$ cat src/hw/rtl/etfp_pkg.sv
// ----------------------------------------------------------------------------
// etfp_pkg
// Shared types, register indexes and fixed-point helpers of the
// escape-time fractal pixel engine.
// ----------------------------------------------------------------------------
package etfp_pkg;

  localparam int DIM_BITS  = 12;
  localparam int SIZE_BITS = DIM_BITS + 1;
  localparam int ITER_BITS = 16;
  localparam int PROD_BITS = SIZE_BITS + 63;
  localparam int NUM_BITS  = 28;
  localparam int DEN_BITS  = 20;

  localparam logic [63:0] S64_MAX = 64'h7FFF_FFFF_FFFF_FFFF;
  localparam logic [63:0] S64_MIN = 64'h8000_0000_0000_0000;

  localparam logic [2:0] REG_WIDTH    = 3'd0;
  localparam logic [2:0] REG_HEIGHT   = 3'd1;
  localparam logic [2:0] REG_MAX_ITER = 3'd2;
  localparam logic [2:0] REG_X_OFFSET = 3'd3;
  localparam logic [2:0] REG_Y_OFFSET = 3'd4;
  localparam logic [2:0] REG_STEP_X   = 3'd5;
  localparam logic [2:0] REG_STEP_Y   = 3'd6;

  localparam logic [3:0] COLOR_K [3] = '{4'd9, 4'd3, 4'd6};

  typedef struct packed {
    logic [SIZE_BITS-1:0] width;
    logic [SIZE_BITS-1:0] height;
    logic [ITER_BITS-1:0] max_iter;
    logic [63:0]          x_off;
    logic [63:0]          y_off;
    logic [62:0]          step_x;
    logic [62:0]          step_y;
  } cfg_t;

  typedef struct packed {
    logic [DIM_BITS-1:0] px;
    logic [DIM_BITS-1:0] py;
    logic [63:0]         cx;
    logic [63:0]         cy;
  } item_t;

  typedef enum logic [2:0] {
    F_IDLE, F_MUL_GO, F_MUL_WAIT, F_DIV_WAIT, F_PUSH
  } front_state_t;

  typedef enum logic [2:0] {
    B_IDLE, B_MUL_GO, B_MUL_WAIT, B_UPD, B_COLOR_WAIT, B_OUT
  } core_state_t;

  function automatic logic [63:0] sat_add(logic [63:0] a, logic [63:0] b);
    logic [63:0] s;
    s = a + b;
    if (a[63] == b[63] && s[63] != a[63]) return a[63] ? S64_MIN : S64_MAX;
    return s;
  endfunction

  // off +/- quotient, floored, clamped to signed 64 bits
  function automatic logic [63:0] map_finish(logic [PROD_BITS-1:0] q, logic rnz,
                                             logic neg, logic [63:0] off);
    logic [66:0] a;
    logic [66:0] o;
    logic [66:0] s;
    if (q[PROD_BITS-1:64] != '0) return neg ? S64_MIN : S64_MAX;
    a = {3'b000, q[63:0]} + {66'd0, neg & rnz};
    o = {{3{off[63]}}, off};
    s = neg ? o - a : o + a;
    if ($signed(s) > $signed({3'b000, S64_MAX})) return S64_MAX;
    if ($signed(s) < $signed({3'b111, S64_MIN})) return S64_MIN;
    return s[63:0];
  endfunction

endpackage

$ cat src/hw/rtl/etfp_queue.sv
// ----------------------------------------------------------------------------
// etfp_queue
// Two-entry queue between the coordinate front end and the iteration core.
// ----------------------------------------------------------------------------
module etfp_queue import etfp_pkg::*; (
  input  logic  clk,
  input  logic  rst,
  input  logic  push_valid,
  output logic  push_ready,
  input  item_t push_item,
  output logic  pop_valid,
  input  logic  pop_ready,
  output item_t pop_item
);

  item_t      mem [2];
  logic       wr_ptr;
  logic       rd_ptr;
  logic [1:0] count;
  logic       push;
  logic       pop;

  assign push_ready = (count != 2'd2);
  assign pop_valid  = (count != 2'd0);
  assign push       = push_valid && push_ready;
  assign pop        = pop_valid && pop_ready;
  assign pop_item   = mem[rd_ptr];

  always_ff @(posedge clk) begin
    if (rst) begin
      wr_ptr <= 1'b0;
      rd_ptr <= 1'b0;
      count  <= 2'd0;
    end else begin
      if (push) wr_ptr <= ~wr_ptr;
      if (pop)  rd_ptr <= ~rd_ptr;
      count <= count + {1'b0, push} - {1'b0, pop};
    end
  end

  always_ff @(posedge clk) begin
    if (push) mem[wr_ptr] <= push_item;
  end

endmodule

$ cat config.mk
export PLATFORM = sky130hd
export DESIGN_NAME = etfp_queue
export DESIGN_NICKNAME = d
export VERILOG_FILES = /design/src/hw/rtl/etfp_pkg.sv /design/src/hw/rtl/etfp_queue.sv
export SDC_FILE = /design/constraint.sdc
export NUM_CORES = 1
export LEC_CHECK = 0
export BUFFER_PORTS_ARGS = -buffer_cell sky130_fd_sc_hd__buf_4
export CORE_MARGIN = 5
export CORE_UTILIZATION = 55
export CTS_BUF_LIST = sky130_fd_sc_hd__clkbuf_2 sky130_fd_sc_hd__clkbuf_4 sky130_fd_sc_hd__clkbuf_8
export DETAILED_ROUTE_END_ITERATION = 8
export PLACE_DENSITY = 0.93
export SLEW_MARGIN = 20
export SYNTH_ARGS = -nofsm -noshare
export SYNTH_HDL_FRONTEND = slang
export SYNTH_SLANG_ARGS = --single-unit
export TNS_END_PERCENT = 20
$ cat constraint.sdc
create_clock -name clk -period 13.8 [get_ports clk]
set_input_delay 2.76 -clock clk [delete_from_list [all_inputs] [get_ports clk]]
set_output_delay 2.76 -clock clk [all_outputs]
set_load 0.02 [all_outputs]
==> flow_summary.html <==
<table>
<tr><th>Metric</th><th>Value</th></tr>
<tr><th colspan="2">Synthesis</th></tr>
<tr><td>Count of synthesis-stage warnings from yosys</td><td>0</td></tr>
<tr><td>Cell count after synthesis</td><td>497</td></tr>
<tr><td>Largest family of logic cells by synthesized area</td><td>multiplexers</td></tr>
<tr><td>Cell types with the largest area share after synthesis</td><td>edfxtp_1, mux2_4, mux2_2</td></tr>
<tr><td>Fraction of the mapped netlist area in compound gates</td><td>0.000652</td></tr>
<tr><td>Distinct cell type count after synthesis</td><td>17</td></tr>
<tr><td>Mapped Avg Cell Area</td><td>23.2 um2</td></tr>
<tr><td>Sequential cell area fraction in the yosys report</td><td>0.801</td></tr>
<tr><td>Cell type with the highest aggregate area in the netlist</td><td>edfxtp_1</td></tr>
<tr><td>Simple logic cell fraction of the synthesized area</td><td>0.00467</td></tr>
<tr><td>Post-synthesis instance area</td><td>11500 um2</td></tr>
<tr><td>Top cell type's share of synthesized area</td><td>0.793</td></tr>
<tr><td>Adder and majority gate portion of the synthesized area</td><td>0.00217</td></tr>
<tr><td>Mux contribution to synthesized area</td><td>0.176</td></tr>
<tr><td>Synthesized net count</td><td>655</td></tr>
<tr><td>Number of synthesized register bits</td><td>309</td></tr>
<tr><td>Parity-gate share of the synthesized area counting xor and xnor cells</td><td>0.00228</td></tr>
<tr><th colspan="2">Clock tree</th></tr>
<tr><td>Worst-Skew Late Latency</td><td>0.54 ns</td></tr>
<tr><td>Root Buffer Master</td><td>clkbuf_8</td></tr>
<tr><td>Clock-pin slew on the worst setup and hold paths</td><td>0.06 ns</td></tr>
<tr><td>PostCTS Resize Cnt</td><td>0</td></tr>
<tr><td>Number of levels in the clock H-tree</td><td>2</td></tr>
<tr><td>Deepest clock path buffer count</td><td>3</td></tr>
<tr><td>TritonCTS sink count</td><td>309</td></tr>
<tr><td>Setup Fix Bufs, Post-CTS</td><td>0</td></tr>
<tr><td>Hold buffer count at CTS</td><td>0</td></tr>
<tr><td>CTS Buf Count</td><td>48</td></tr>
<tr><td>TritonCTS clock tree</td><td>built</td></tr>
<tr><th colspan="2">Power and ir drop</th></tr>
<tr><td>Total Power</td><td>2780 uW</td></tr>
<tr><td>Leakage dissipation</td><td>0.00578 uW</td></tr>
<tr><td>Worst supply voltage drop on vdd</td><td>0.000148 V</td></tr>
<tr><td>Pwr dens</td><td>185 nW/um2</td></tr>
<tr><th colspan="2">GRT</th></tr>
<tr><td>Wire length of the first global-routing pass</td><td>34900 um</td></tr>
<tr><td>Maximum number of pins on one net before global-route repair</td><td>83</td></tr>
<tr><td>Met1 track demand over resource</td><td>0.224</td></tr>
<tr><td>Met2 layer usage reported by global route</td><td>0.341</td></tr>
<tr><td>Routing usage on met3</td><td>0.0602</td></tr>
<tr><td>Vias in the first global route</td><td>6433</td></tr>
<tr><td>GRT Resource Usage Total</td><td>0.191</td></tr>
<tr><td>GRT Max-Usage Layer</td><td>met2</td></tr>
<tr><td>Antenna violations before repair</td><td>0</td></tr>
<tr><td>Gr ovfl total</td><td>0</td></tr>
<tr><th colspan="2">Route</th></tr>
<tr><td>Count of routing violations after the opening detailed-route iteration</td><td>301</td></tr>
<tr><td>Number of optimization iterations in the first detailed-route pass</td><td>5</td></tr>
<tr><td>Vias</td><td>5899</td></tr>
<tr><td>Residual DRC</td><td>0</td></tr>
<tr><td>Antenna Nets Post-Route</td><td>0</td></tr>
<tr><td>Final wirelength</td><td>23600 um</td></tr>
<tr><td>Ratio of routed vias to standard cells</td><td>5.11</td></tr>
<tr><td>Wirelength per Cell</td><td>20.5 um</td></tr>
<tr><th colspan="2">Setup path</th></tr>
<tr><td>Nature of the critical path endpoint</td><td>output port</td></tr>
<tr><td>Top Family by Delay on Critical Path</td><td>buffers and inverters</td></tr>
<tr><td>Start-to-end type of the worst setup path</td><td>reg -&gt; out</td></tr>
<tr><td>Worst flop-to-flop path endpoint</td><td>mem[1][83]</td></tr>
<tr><td>Worst path required time</td><td>11.04 ns</td></tr>
<tr><td>Crit Reg-Reg Startpoint</td><td>count[0]</td></tr>
<tr><td>CP bufs+invs</td><td>2</td></tr>
<tr><td>Critical-path cell with the highest stage delay</td><td>buf_4</td></tr>
<tr><td>Maximum fanout encountered on the critical timing path</td><td>63</td></tr>
<tr><td>Cell seen most often among critical-path stages</td><td>buf_4</td></tr>
<tr><td>Reg2reg setup slack</td><td>10.97 ns</td></tr>
<tr><td>Cells along the critical path</td><td>buf_4 -&gt; mux2_2 -&gt; buf_4</td></tr>
<tr><td>CP startpoint kind</td><td>register</td></tr>
<tr><td>Cell count of the worst reg-to-reg path</td><td>3</td></tr>
<tr><td>Arrival @ worst endpoint</td><td>2.70 ns</td></tr>
<tr><td>CP peak stage delay</td><td>0.90 ns</td></tr>
<tr><th colspan="2">Timing</th></tr>
<tr><td>Post-layout min period</td><td>5.46 ns</td></tr>
<tr><td>Setup repair after global routing missed its margin</td><td>false</td></tr>
<tr><td>Number of failing hold endpoints at the final stage</td><td>0</td></tr>
<tr><td>Final setup violation count</td><td>0</td></tr>
<tr><td>Tcrit/Tclk final</td><td>0.395</td></tr>
<tr><td>Total Negative Setup Slacks</td><td>0 ns</td></tr>
<tr><td>Max frequency</td><td>183 MHz</td></tr>
<tr><td>Max Slew Vio Count</td><td>0</td></tr>
<tr><td>Remaining max-slew budget at the tightest pin</td><td>0.232</td></tr>
<tr><td>Worst Skew</td><td>0.0131 ns</td></tr>
<tr><td>Worst slew pin tran</td><td>1.15 ns</td></tr>
<tr><th colspan="2">Place</th></tr>
<tr><td>Port bufs</td><td>309</td></tr>
<tr><td>Detailed-placement wirelength estimate</td><td>15600 um</td></tr>
<tr><td>Routability congestion estimate from global placement</td><td>0.772</td></tr>
<tr><th colspan="2">Final layout</th></tr>
<tr><td>Layout cells sized above 1</td><td>0.619</td></tr>
<tr><td>Total number of nets in the final design</td><td>1002</td></tr>
<tr><td>Sequential cell area</td><td>9230 um2</td></tr>
<tr><td>Util after Layout</td><td>0.721</td></tr>
<tr><td>Filler instances</td><td>1201</td></tr>
<tr><td>Area growth, synth to finish</td><td>30.4%</td></tr>
<tr><td>Total area of multi-input combinational cells</td><td>2150 um2</td></tr>
<tr><td>Antenna fix cells</td><td>0</td></tr>
<tr><th colspan="2">Die</th></tr>
<tr><td>Overall die area</td><td>23900 um2</td></tr>
<tr><td>Number of rows created at floorplan</td><td>53</td></tr>
<tr><td>Core region area</td><td>20800 um2</td></tr>
<tr><td>Chip height</td><td>155 um</td></tr>
<tr><td>Top-level I/O count</td><td>310</td></tr>
<tr><td>Die outline width</td><td>155 um</td></tr>
<tr><td>Starting density of the core</td><td>0.553</td></tr>
<tr><th colspan="2">Job</th></tr>
<tr><td>Count of maximum capacitance violations</td><td>0</td></tr>
<tr><th colspan="2">Worst hold path</th></tr>
<tr><td>Cells on Worst Hold Path</td><td>2</td></tr>
<tr><td>Hold Crit Start</td><td>rd_ptr</td></tr>
<tr><td>Hold EP</td><td>rd_ptr</td></tr>
<tr><td>Class of the tightest hold or removal check</td><td>reg -&gt; reg</td></tr>
<tr><th colspan="2">Run status</th></tr>
<tr><td>Outcome</td><td>completed</td></tr>
</table>
[layout by cell type, fill, tap and decap left out, types with 2 or more instances in the layout]
cell / n
buf_4: 314
nor2_1: 4
mux2_2: 73
clkinv_2: 7
ha_1: 2
clkinvlp_4: 2
bufinv_16: 2
clkbuf_4: 13
clkinv_1: 12
dfxtp_1: 4
edfxtp_1: 304
xnor2_1: 2
nor2b_1: 2
clkbuf_8: 49
mux2_4: 80
[through the flow]
step	hold WS [ns]	setup WS, ns	std cells	cell area [um2]
after floorplan	0.481	3.97	497	11500
after global placement	0.496	8.70	1069	14100
after detailed placement	0.504	8.66	1069	14100
after CTS	0.529	8.31	1154	15000
after global routing	0.572	8.23	1154	15000
final	0.522	8.34	1154	15000
[power breakdown]
group          internal [uW]  switching [uW]
Sequential              1180            40.5
Combinational            393             438
Clock                    402             323
Total                   1980             802
[tightest hold or removal path, cell delays in order, from the launching register on]
cell	delay (ns)
dfxtp_1	0.33
xnor2_1	0.08
nor2_1	0.08
[area by class of cell]
type / count / area share
clock buffers: 62 / 0.0514
multi-input cells: 170 / 0.143
clock inverters: 23 / 0.0103
inverters: 1 / 0.000250
flip-flops and latches: 309 / 0.615
repair buffers: 314 / 0.157
well taps: 275 / 0.0229
[cells by family (layout without fill, tap and decap cells)]
| family | after synthesis | after routing |
|---|---|---|
| DFF | 309 | 309 |
| buffers and inverters | 18 | 400 |
| adders and majority gates | 2 | 2 |
| xor gates and xnor gates | 3 | 3 |
| AOI/OAI and AO/OA | 1 | 1 |
| muxes | 153 | 153 |
| and+or+nand+nor | 11 | 11 |
[layer usage]
| metal | wire, um | up-vias |
|---|---|---|
| met2 | 12100 | 312 |
| met4 | 435 | 0 |
| met3 | 2140 | 37 |
| met5 | 0 | - |
| met1 | 8900 | 2873 |
| li1 | - | 2677 |
[worst max path at each step]
stage,start,to,cells past startpoint
6_report,register,pop_item[151],3
5_1_grt,register,pop_item[151],3
2_1_floorplan,push_valid,mem[0][0],2
3_5_place_dp,push_valid,mem[1][98],3
3_3_place_gp,push_valid,mem[1][21],3
4_1_cts,register,pop_item[151],3
[synthesized netlist by cell type (all sizes together)]
master,number
buf,17
edfxtp,304
mux2,153
dfxtp,5
or2,1
xnor2,2
inv,1
ha,2
and3,1
nand2b,1
nand2,1
nor2b,2
nor2,5
o21a,1
xor2,1
[state kept, by name, indices dropped and copies added (netlist names), named ones only]
register / cells
mem: 304
count: 2
rd_ptr: 1
wr_ptr: 1
No activity file was read; power rests on OpenSTA's default activity.
