[config.mk]
export PLATFORM = sky130hd
export DESIGN_NAME = etfp_front_flat
export DESIGN_NICKNAME = d
export VERILOG_FILES = /design/src/hw/rtl/etfp_pkg.sv /design/src/hw/rtl/etfp_if.sv /design/src/hw/rtl/etfp_mul.sv /design/src/hw/rtl/etfp_div.sv /design/src/hw/rtl/etfp_front.sv /design/src/flat_wrapper.sv
export SDC_FILE = /design/constraint.sdc
export NUM_CORES = 2
export LEC_CHECK = 0
export BUFFER_PORTS_ARGS = -buffer_cell sky130_fd_sc_hd__buf_2
export CORE_MARGIN = 3
export CORE_UTILIZATION = 43
export CTS_BUF_LIST = sky130_fd_sc_hd__clkbuf_4 sky130_fd_sc_hd__clkbuf_8
export DETAILED_ROUTE_END_ITERATION = 6
export PLACE_DENSITY = 0.74
export SETUP_SLACK_MARGIN = 0.02
export SKIP_CTS_REPAIR_TIMING = 1
export SLEW_MARGIN = 25
export SYNTH_ARGS = -nofsm -noshare
export SYNTH_HDL_FRONTEND = slang
export SYNTH_SLANG_ARGS = --single-unit
[constraint.sdc]
create_clock -name clk -period 29.5 [get_ports clk]
set_clock_uncertainty 0.2 [all_clocks]
set_input_delay 0 -clock clk [delete_from_list [all_inputs] [get_ports clk]]
set_output_delay 0 -clock clk [all_outputs]
set_load 0.02 [all_outputs]
[src/hw/rtl/etfp_pkg.sv]
// ----------------------------------------------------------------------------
// etfp_pkg
// Shared types, register indexes and fixed-point helpers of the
// escape-time fractal pixel engine.
// ----------------------------------------------------------------------------
package etfp_pkg;

  localparam int DIM_BITS  = 12;
  localparam int SIZE_BITS = DIM_BITS + 1;
  localparam int ITER_BITS = 16;
  localparam int PROD_BITS = SIZE_BITS + 63;
  localparam int NUM_BITS  = 28;
  localparam int DEN_BITS  = 20;

  localparam logic [63:0] S64_MAX = 64'h7FFF_FFFF_FFFF_FFFF;
  localparam logic [63:0] S64_MIN = 64'h8000_0000_0000_0000;

  localparam logic [2:0] REG_WIDTH    = 3'd0;
  localparam logic [2:0] REG_HEIGHT   = 3'd1;
  localparam logic [2:0] REG_MAX_ITER = 3'd2;
  localparam logic [2:0] REG_X_OFFSET = 3'd3;
  localparam logic [2:0] REG_Y_OFFSET = 3'd4;
  localparam logic [2:0] REG_STEP_X   = 3'd5;
  localparam logic [2:0] REG_STEP_Y   = 3'd6;

  localparam logic [3:0] COLOR_K [3] = '{4'd9, 4'd3, 4'd6};

  typedef struct packed {
    logic [SIZE_BITS-1:0] width;
    logic [SIZE_BITS-1:0] height;
    logic [ITER_BITS-1:0] max_iter;
    logic [63:0]          x_off;
    logic [63:0]          y_off;
    logic [62:0]          step_x;
    logic [62:0]          step_y;
  } cfg_t;

  typedef struct packed {
    logic [DIM_BITS-1:0] px;
    logic [DIM_BITS-1:0] py;
    logic [63:0]         cx;
    logic [63:0]         cy;
  } item_t;

  typedef enum logic [2:0] {
    F_IDLE, F_MUL_GO, F_MUL_WAIT, F_DIV_WAIT, F_PUSH
  } front_state_t;

  typedef enum logic [2:0] {
    B_IDLE, B_MUL_GO, B_MUL_WAIT, B_UPD, B_COLOR_WAIT, B_OUT
  } core_state_t;

  function automatic logic [63:0] sat_add(logic [63:0] a, logic [63:0] b);
    logic [63:0] s;
    s = a + b;
    if (a[63] == b[63] && s[63] != a[63]) return a[63] ? S64_MIN : S64_MAX;
    return s;
  endfunction

  // off +/- quotient, floored, clamped to signed 64 bits
  function automatic logic [63:0] map_finish(logic [PROD_BITS-1:0] q, logic rnz,
                                             logic neg, logic [63:0] off);
    logic [66:0] a;
    logic [66:0] o;
    logic [66:0] s;
    if (q[PROD_BITS-1:64] != '0) return neg ? S64_MIN : S64_MAX;
    a = {3'b000, q[63:0]} + {66'd0, neg & rnz};
    o = {{3{off[63]}}, off};
    s = neg ? o - a : o + a;
    if ($signed(s) > $signed({3'b000, S64_MAX})) return S64_MAX;
    if ($signed(s) < $signed({3'b111, S64_MIN})) return S64_MIN;
    return s[63:0];
  endfunction

endpackage

[src/hw/rtl/etfp_if.sv]
// ----------------------------------------------------------------------------
// etfp_if
// Channel interfaces: pixel requests, pixel results, register writes.
// ----------------------------------------------------------------------------
interface etfp_pix_if import etfp_pkg::*; ();
  logic                valid;
  logic                ready;
  logic [DIM_BITS-1:0] pixel_x;
  logic [DIM_BITS-1:0] pixel_y;
  modport source (output valid, pixel_x, pixel_y, input ready);
  modport sink   (input valid, pixel_x, pixel_y, output ready);
endinterface


[src/hw/rtl/etfp_mul.sv]
// ----------------------------------------------------------------------------
// etfp_mul
// 64x64 unsigned multiplier, one 32x32 partial product per cycle.
// ----------------------------------------------------------------------------
module etfp_mul (
  input  logic         clk,
  input  logic         rst,
  input  logic         start,
  input  logic [63:0]  a,
  input  logic [63:0]  b,
  output logic         done,
  output logic [127:0] prod
);

  logic        run;
  logic [1:0]  cnt;
  logic [63:0] a_r;
  logic [63:0] b_r;
  logic [63:0] pp;
  logic [1:0]  sh;

  assign pp = (cnt[1] ? a_r[63:32] : a_r[31:0]) * (cnt[0] ? b_r[63:32] : b_r[31:0]);
  assign sh = {1'b0, cnt[1]} + {1'b0, cnt[0]};

  always_ff @(posedge clk) begin
    if (rst) begin
      run  <= 1'b0;
      done <= 1'b0;
      cnt  <= 2'd0;
    end else begin
      done <= 1'b0;
      if (start) begin
        run <= 1'b1;
        cnt <= 2'd0;
      end else if (run) begin
        cnt <= cnt + 2'd1;
        if (cnt == 2'd3) begin
          run  <= 1'b0;
          done <= 1'b1;
        end
      end
    end
  end

  always_ff @(posedge clk) begin
    if (start) begin
      a_r  <= a;
      b_r  <= b;
      prod <= '0;
    end else if (run) begin
      prod <= prod + ({64'd0, pp} << {sh, 5'd0});
    end
  end

endmodule

[src/hw/rtl/etfp_div.sv]
// ----------------------------------------------------------------------------
// etfp_div
// Restoring unsigned divider, one quotient bit per cycle.
// ----------------------------------------------------------------------------
module etfp_div #(
  parameter int NW = 28,
  parameter int DW = 20
) (
  input  logic          clk,
  input  logic          rst,
  input  logic          start,
  input  logic [NW-1:0] dividend,
  input  logic [DW-1:0] divisor,
  output logic          done,
  output logic [NW-1:0] quo,
  output logic [DW-1:0] rem
);

  localparam int CW = $clog2(NW + 1);

  logic          run;
  logic [CW-1:0] cnt;
  logic [NW-1:0] q;
  logic [DW-1:0] r;
  logic [DW-1:0] d;
  logic [DW:0]   trial;
  logic          fits;

  assign trial = {r, q[NW-1]};
  assign fits  = trial >= {1'b0, d};
  assign quo   = q;
  assign rem   = r;

  always_ff @(posedge clk) begin
    if (rst) begin
      run  <= 1'b0;
      done <= 1'b0;
      cnt  <= '0;
    end else begin
      done <= 1'b0;
      if (start) begin
        run <= 1'b1;
        cnt <= '0;
      end else if (run) begin
        cnt <= cnt + 1'b1;
        if (cnt == CW'(NW - 1)) begin
          run  <= 1'b0;
          done <= 1'b1;
        end
      end
    end
  end

  always_ff @(posedge clk) begin
    if (start) begin
      q <= dividend;
      r <= '0;
      d <= divisor;
    end else if (run) begin
      q <= {q[NW-2:0], fits};
      r <= fits ? DW'(trial - {1'b0, d}) : trial[DW-1:0];
    end
  end

endmodule

[src/hw/rtl/etfp_front.sv]
// ----------------------------------------------------------------------------
// etfp_front
// Accepts pixels and maps both coordinates onto the complex plane.
// ----------------------------------------------------------------------------
module etfp_front import etfp_pkg::*; (
  input  logic          clk,
  input  logic          rst,
  etfp_pix_if.sink      pix,
  input  cfg_t          cfg,
  output logic          q_valid,
  input  logic          q_ready,
  output item_t         q_item
);

  front_state_t state, state_next;

  logic [DIM_BITS-1:0]  px;
  logic [DIM_BITS-1:0]  py;
  logic [63:0]          cx;
  logic [63:0]          cy;
  logic                 sel;

  logic [DIM_BITS-1:0]  p;
  logic [SIZE_BITS-1:0] n;
  logic [SIZE_BITS-1:0] nz;
  logic [SIZE_BITS-1:0] two_p;
  logic                 neg;
  logic [SIZE_BITS-1:0] ad;
  logic [62:0]          step;
  logic [63:0]          off;

  logic                 mul_start;
  logic                 mul_done;
  logic [127:0]         mul_prod;
  logic                 div_start;
  logic                 div_done;
  logic [PROD_BITS-1:0] div_quo;
  logic [SIZE_BITS-1:0] div_rem;
  logic [63:0]          coord;

  assign p     = sel ? py : px;
  assign n     = sel ? cfg.height : cfg.width;
  assign nz    = (n == '0) ? SIZE_BITS'(1) : n;
  assign two_p = {p, 1'b0};
  assign neg   = two_p < nz;
  assign ad    = neg ? nz - two_p : two_p - nz;
  assign step  = sel ? cfg.step_y : cfg.step_x;
  assign off   = sel ? cfg.y_off : cfg.x_off;
  assign coord = map_finish(div_quo, |div_rem, neg, off);

  assign mul_start = (state == F_MUL_GO);
  assign div_start = (state == F_MUL_WAIT) && mul_done;

  etfp_mul u_mul (
    .clk   (clk),
    .rst   (rst),
    .start (mul_start),
    .a     ({{(64-SIZE_BITS){1'b0}}, ad}),
    .b     ({1'b0, step}),
    .done  (mul_done),
    .prod  (mul_prod)
  );

  etfp_div #(.NW(PROD_BITS), .DW(SIZE_BITS)) u_div (
    .clk      (clk),
    .rst      (rst),
    .start    (div_start),
    .dividend (mul_prod[PROD_BITS-1:0]),
    .divisor  (nz),
    .done     (div_done),
    .quo      (div_quo),
    .rem      (div_rem)
  );

  always_ff @(posedge clk) begin
    if (rst) begin
      state <= F_IDLE;
    end else begin
      state <= state_next;
    end
  end

  always_comb begin
    state_next = state;
    pix.ready  = 1'b0;
    q_valid    = 1'b0;
    unique case (state)
      F_IDLE: begin
        pix.ready = 1'b1;
        if (pix.valid) state_next = F_MUL_GO;
      end
      F_MUL_GO:   state_next = F_MUL_WAIT;
      F_MUL_WAIT: if (mul_done) state_next = F_DIV_WAIT;
      F_DIV_WAIT: if (div_done) state_next = sel ? F_PUSH : F_MUL_GO;
      F_PUSH: begin
        q_valid = 1'b1;
        if (q_ready) state_next = F_IDLE;
      end
      default: state_next = F_IDLE;
    endcase
  end

  always_ff @(posedge clk) begin
    if (state == F_IDLE && pix.valid) begin
      px  <= pix.pixel_x;
      py  <= pix.pixel_y;
      sel <= 1'b0;
    end else if (state == F_DIV_WAIT && div_done) begin
      if (sel) begin
        cy <= coord;
      end else begin
        cx  <= coord;
        sel <= 1'b1;
      end
    end
  end

  assign q_item = '{px: px, py: py, cx: cx, cy: cy};

endmodule

[src/flat_wrapper.sv]
// flat-port wrapper written by rule: the top's interface ports become plain ports
module etfp_front_flat import etfp_pkg::*;
  (clk, rst, cfg, q_valid, q_ready, q_item, pix_valid, pix_pixel_x, pix_pixel_y, pix_ready);
  etfp_pix_if pix_i ();
  input  logic clk;
  input  logic rst;
  input  cfg_t cfg;
  output logic q_valid;
  input  logic q_ready;
  output item_t q_item;
  input wire logic [$bits(pix_i.valid)-1:0] pix_valid;
  input wire logic [$bits(pix_i.pixel_x)-1:0] pix_pixel_x;
  input wire logic [$bits(pix_i.pixel_y)-1:0] pix_pixel_y;
  output wire logic [$bits(pix_i.ready)-1:0] pix_ready;
  assign pix_i.valid = pix_valid;
  assign pix_i.pixel_x = pix_pixel_x;
  assign pix_i.pixel_y = pix_pixel_y;
  assign pix_ready = pix_i.ready;
  etfp_front u_core (.clk(clk), .rst(rst), .pix(pix_i), .cfg(cfg), .q_valid(q_valid), .q_ready(q_ready), .q_item(q_item));
endmodule
==> flow_results.xml <==
<?xml version="1.0" encoding="UTF-8"?>
<metrics>
  <group name="global_routing">
    <metric name="vias_in_the_first_global_route" unit="">35588</metric>
    <metric name="antenna_found_initial" unit="">3</metric>
    <metric name="maximum_number_of_pins_on_one_net_before_global_route_repair" unit="">82</metric>
    <metric name="global_route_wire_length_before_repair" unit="µm">192000</metric>
    <metric name="grt_use_total" unit="">0.230</metric>
    <metric name="residual_overflow_from_global_routing" unit="">0</metric>
  </group>
  <group name="timing">
    <metric name="clock.fmax" unit="MHz">71.8</metric>
    <metric name="min_period_over_period" unit="">0.472</metric>
    <metric name="hold-worst-slack" unit="ns">-0.0367</metric>
    <metric name="grt_setup_unrepaired" unit="">no</metric>
    <metric name="slew_viol_final" unit="">0</metric>
    <metric name="final-hold-violation-count" unit="">8</metric>
    <metric name="finalSetupViolCount" unit="">0</metric>
    <metric name="timing.max_slew.rel_slack" unit="">0.228</metric>
    <metric name="setup_tns" unit="ns">0</metric>
    <metric name="time_the_final_worst_path_needs_with_i_o_delays_and_setup" unit="ns">13.93</metric>
    <metric name="worst_pin_slew" unit="ns">1.16</metric>
  </group>
  <group name="synthesis">
    <metric name="synth_largest_type_area_fraction" unit="">0.219</metric>
    <metric name="synth.cell_area" unit="mm²">0.0435</metric>
    <metric name="most_area_hungry_cell_type_in_the_yosys_netlist" unit="">edfxtp_1</metric>
    <metric name="ys_ff_latch" unit="">423</metric>
    <metric name="synth-warning-count" unit="">0</metric>
    <metric name="postSynthAreaPerCell" unit="µm²">9.00</metric>
    <metric name="synth.net_count" unit="">5777</metric>
    <metric name="seq_area_frac_synth" unit="">0.267</metric>
    <metric name="synth_cell_type_count" unit="">90</metric>
    <metric name="synth_async_sr_flop_share" unit="">0</metric>
    <metric name="synthCells" unit="">4839</metric>
    <metric name="synth_enable_flop_cells" unit="">317</metric>
    <metric name="synthFlopType" unit="">edfxtp_1</metric>
    <metric name="ys_top_cells_by_area" unit="">edfxtp_1 22%, fa_1 15%, ha_1 8.0%</metric>
  </group>
  <group name="min_path">
    <metric name="min_path_cells" unit="">5</metric>
    <metric name="holdCritPathClass" unit="">in2reg</metric>
    <metric name="start_point_of_the_worst_hold_path" unit="">cfg[153]</metric>
    <metric name="min_to" unit="">u_core.cy[27]</metric>
  </group>
  <group name="setup_path">
    <metric name="timing_worst_setup_path_type" unit="">reg2reg</metric>
    <metric name="rr_startpoint" unit="">u_core.sel</metric>
    <metric name="worst_ep_required_time" unit="ns">29.63</metric>
    <metric name="timing.critical_path.slowest_stage_cell" unit="">buf_4</metric>
    <metric name="worstReg2RegEnd" unit="">u_core.cx[31]</metric>
    <metric name="r2r_setup_slack" unit="ns">15.57</metric>
    <metric name="crit_path_max_incr_delay" unit="ns">0.85</metric>
    <metric name="cp_data_arrival_time" unit="ns">14.06</metric>
    <metric name="crit_path_start_kind" unit="">register</metric>
    <metric name="r2r.worst_path.cells" unit="">37</metric>
    <metric name="crit_path_frequent_cell" unit="">ha_1</metric>
    <metric name="crit_path_max_fanout" unit="">73</metric>
    <metric name="crit_path_end_kind" unit="">register</metric>
  </group>
  <group name="floorplan">
    <metric name="core" unit="mm²">0.100</metric>
    <metric name="floorplan.die.width" unit="µm">324</metric>
    <metric name="die_area" unit="mm²">0.105</metric>
    <metric name="die_y" unit="µm">324</metric>
    <metric name="initial_utilization" unit="">0.434</metric>
    <metric name="io_pins" unit="">478</metric>
    <metric name="placement_rows" unit="">116</metric>
  </group>
  <group name="placed_design">
    <metric name="detailed_place_hpwl" unit="µm">97800</metric>
    <metric name="finalWeightedCongestion" unit="">0.953</metric>
    <metric name="placement.io_buffers" unit="">461</metric>
  </group>
  <group name="flow_run">
    <metric name="cap_viol_max_count" unit="">0</metric>
  </group>
  <group name="clock_network">
    <metric name="buffers_from_clock_root_to_sink_at_most" unit="">3</metric>
    <metric name="cts.sinks" unit="">423</metric>
    <metric name="cts-root-buf" unit="">clkbuf_8</metric>
    <metric name="clk_latency" unit="ns">0.77</metric>
    <metric name="cts.clk_slew.worst_paths" unit="ns">0.06</metric>
    <metric name="number_of_cts_inserted_buffers" unit="">75</metric>
    <metric name="cts_tree" unit="">yes</metric>
    <metric name="cts.htree.levels" unit="">3</metric>
  </group>
  <group name="routing">
    <metric name="drt-total-wl" unit="µm">144000</metric>
    <metric name="vias" unit="">40028</metric>
    <metric name="first_pass_iters" unit="">6</metric>
    <metric name="wl_per_cell" unit="µm">20.7</metric>
    <metric name="vias_per_instance" unit="">5.74</metric>
    <metric name="ant_nets" unit="">0</metric>
    <metric name="drc" unit="">0</metric>
    <metric name="drt_iter0_drc" unit="">3612</metric>
  </group>
  <group name="finish">
    <metric name="count_of_filler_cells_inserted_in_the_layout" unit="">8737</metric>
    <metric name="drive_gt1_frac" unit="">0.149</metric>
    <metric name="finish.net_count" unit="">6489</metric>
    <metric name="area_growth" unit="%">20.1</metric>
  </group>
  <group name="run_status">
    <metric name="failing_checks" unit="">negative hold slack</metric>
    <metric name="run_status" unit="">finished with violations</metric>
  </group>
</metrics>
[area by class of cell]
class | instances | area (µm²) | area share
Tap cell | 1357 | 1700 | 0.0325
Timing Repair Buffer | 856 | 6210 | 0.119
Clock buffer | 95 | 1200 | 0.0230
Antenna cell | 6 | 15.0 | 0.000287
Multi-Input combinational cell | 3809 | 29600 | 0.567
Sequential cell | 423 | 11700 | 0.223
Clock inverter | 38 | 443 | 0.00847
Inverter | 386 | 1450 | 0.0277
[cell usage after synthesis, types with 113 or more instances]
cell type,instances
nand2_1,706
nor2_1,423
inv_1,385
fa_1,336
edfxtp_1,317
a21oi_1,282
ha_1,278
o21ai_0,216
xnor2_1,188
clkbuf_1,173
mux2_2,152
xor2_1,118
mux2i_1,113
[layout by cell type, fill, tap and decap left out, types with 188 or more instances in the layout]
cell,netlist,layout
nor2_1,423,422
nand2_1,706,705
edfxtp_1,317,317
a21oi_1,282,282
ha_1,278,278
o21ai_0,216,216
dlygate4sd3_1,0,373
buf_2,19,461
inv_1,385,384
xnor2_1,188,188
fa_1,336,336
[flip-flops by register name, summed over array words and instances (netlist names)]
register / count
u_core.u_div.quo: 76
u_core.u_mul.prod: 76
u_core.cx: 64
u_core.cy: 64
u_core.u_mul.b_r: 63
u_core.u_div.d: 13
u_core.u_div.rem: 13
u_core.u_mul.a_r: 13
u_core.px: 12
u_core.py: 12
u_core.u_div.cnt: 7
u_core.state: 3
u_core.u_mul.cnt: 2
u_core.sel: 1
u_core.u_div.done: 1
u_core.u_div.run: 1
u_core.u_mul.done: 1
u_core.u_mul.run: 1
[logic make-up (layout without fill, tap and decap cells)]
logic type	count (synthesis)	in the layout	synth area share
AO/OA/AOI/OAI	945	945	0.136
AND/OR/NAND/NOR	1652	1652	0.173
XOR/XNOR	308	308	0.0626
adder cells (fa/ha/maj)	614	614	0.234
flip-flops	423	423	0.267
buffers and inverters	607	1375	0.0547
multiplexers	290	290	0.0717
other	0	6	0
[metrics by stage]
stage	utilization	cells	hold slack (ns)	instance area, µm²	worst slack, ns
3_3_place_gp	0.468	6458	-0.0225	46900	16.43
6_report	0.522	6970	-0.0367	52300	15.57
3_5_place_dp	0.468	6458	-0.0219	46900	16.29
4_1_cts	0.484	6591	-0.830	48600	16.23
5_1_grt	0.521	6967	0.00584	52300	14.83
2_1_floorplan	-	4839	-0.101	43500	19.02
[routing by layer]
metal	vias up	GRT usage	wire, µm
li1	18165	-	-
met1	18931	0.293	53700
met4	0	0.114	11100
met5	-	0	0
met2	2225	0.378	67300
met3	707	0.0405	12200
[worst max-delay path by stage]
stage,start,end,slack [ns],cells past startpoint
CTS,u_core.sel,u_core.cx[31],16.23,36
global route,u_core.sel,u_core.cx[31],14.83,37
finish,u_core.sel,u_core.cx[31],15.57,37
floorplan,u_core.sel,u_core.cx[53],19.02,44
detailed placement,u_core.sel,u_core.cy[31],16.29,36
global placement,u_core.sel,u_core.cy[31],16.43,36
[critical path, delay by kind of cell (launching register included)]
kind            cells  cell delay, ns
compound gates     16            4.75
xor+xnor            1            0.16
fa+ha+maj           4            1.56
buf+inv             3            1.94
flops               1            0.75
mux                 2            0.48
simple gates       11            3.57
Power is not shown: default switching activity piles up to over one toggle a cycle in this logic, so the estimate is an artifact.
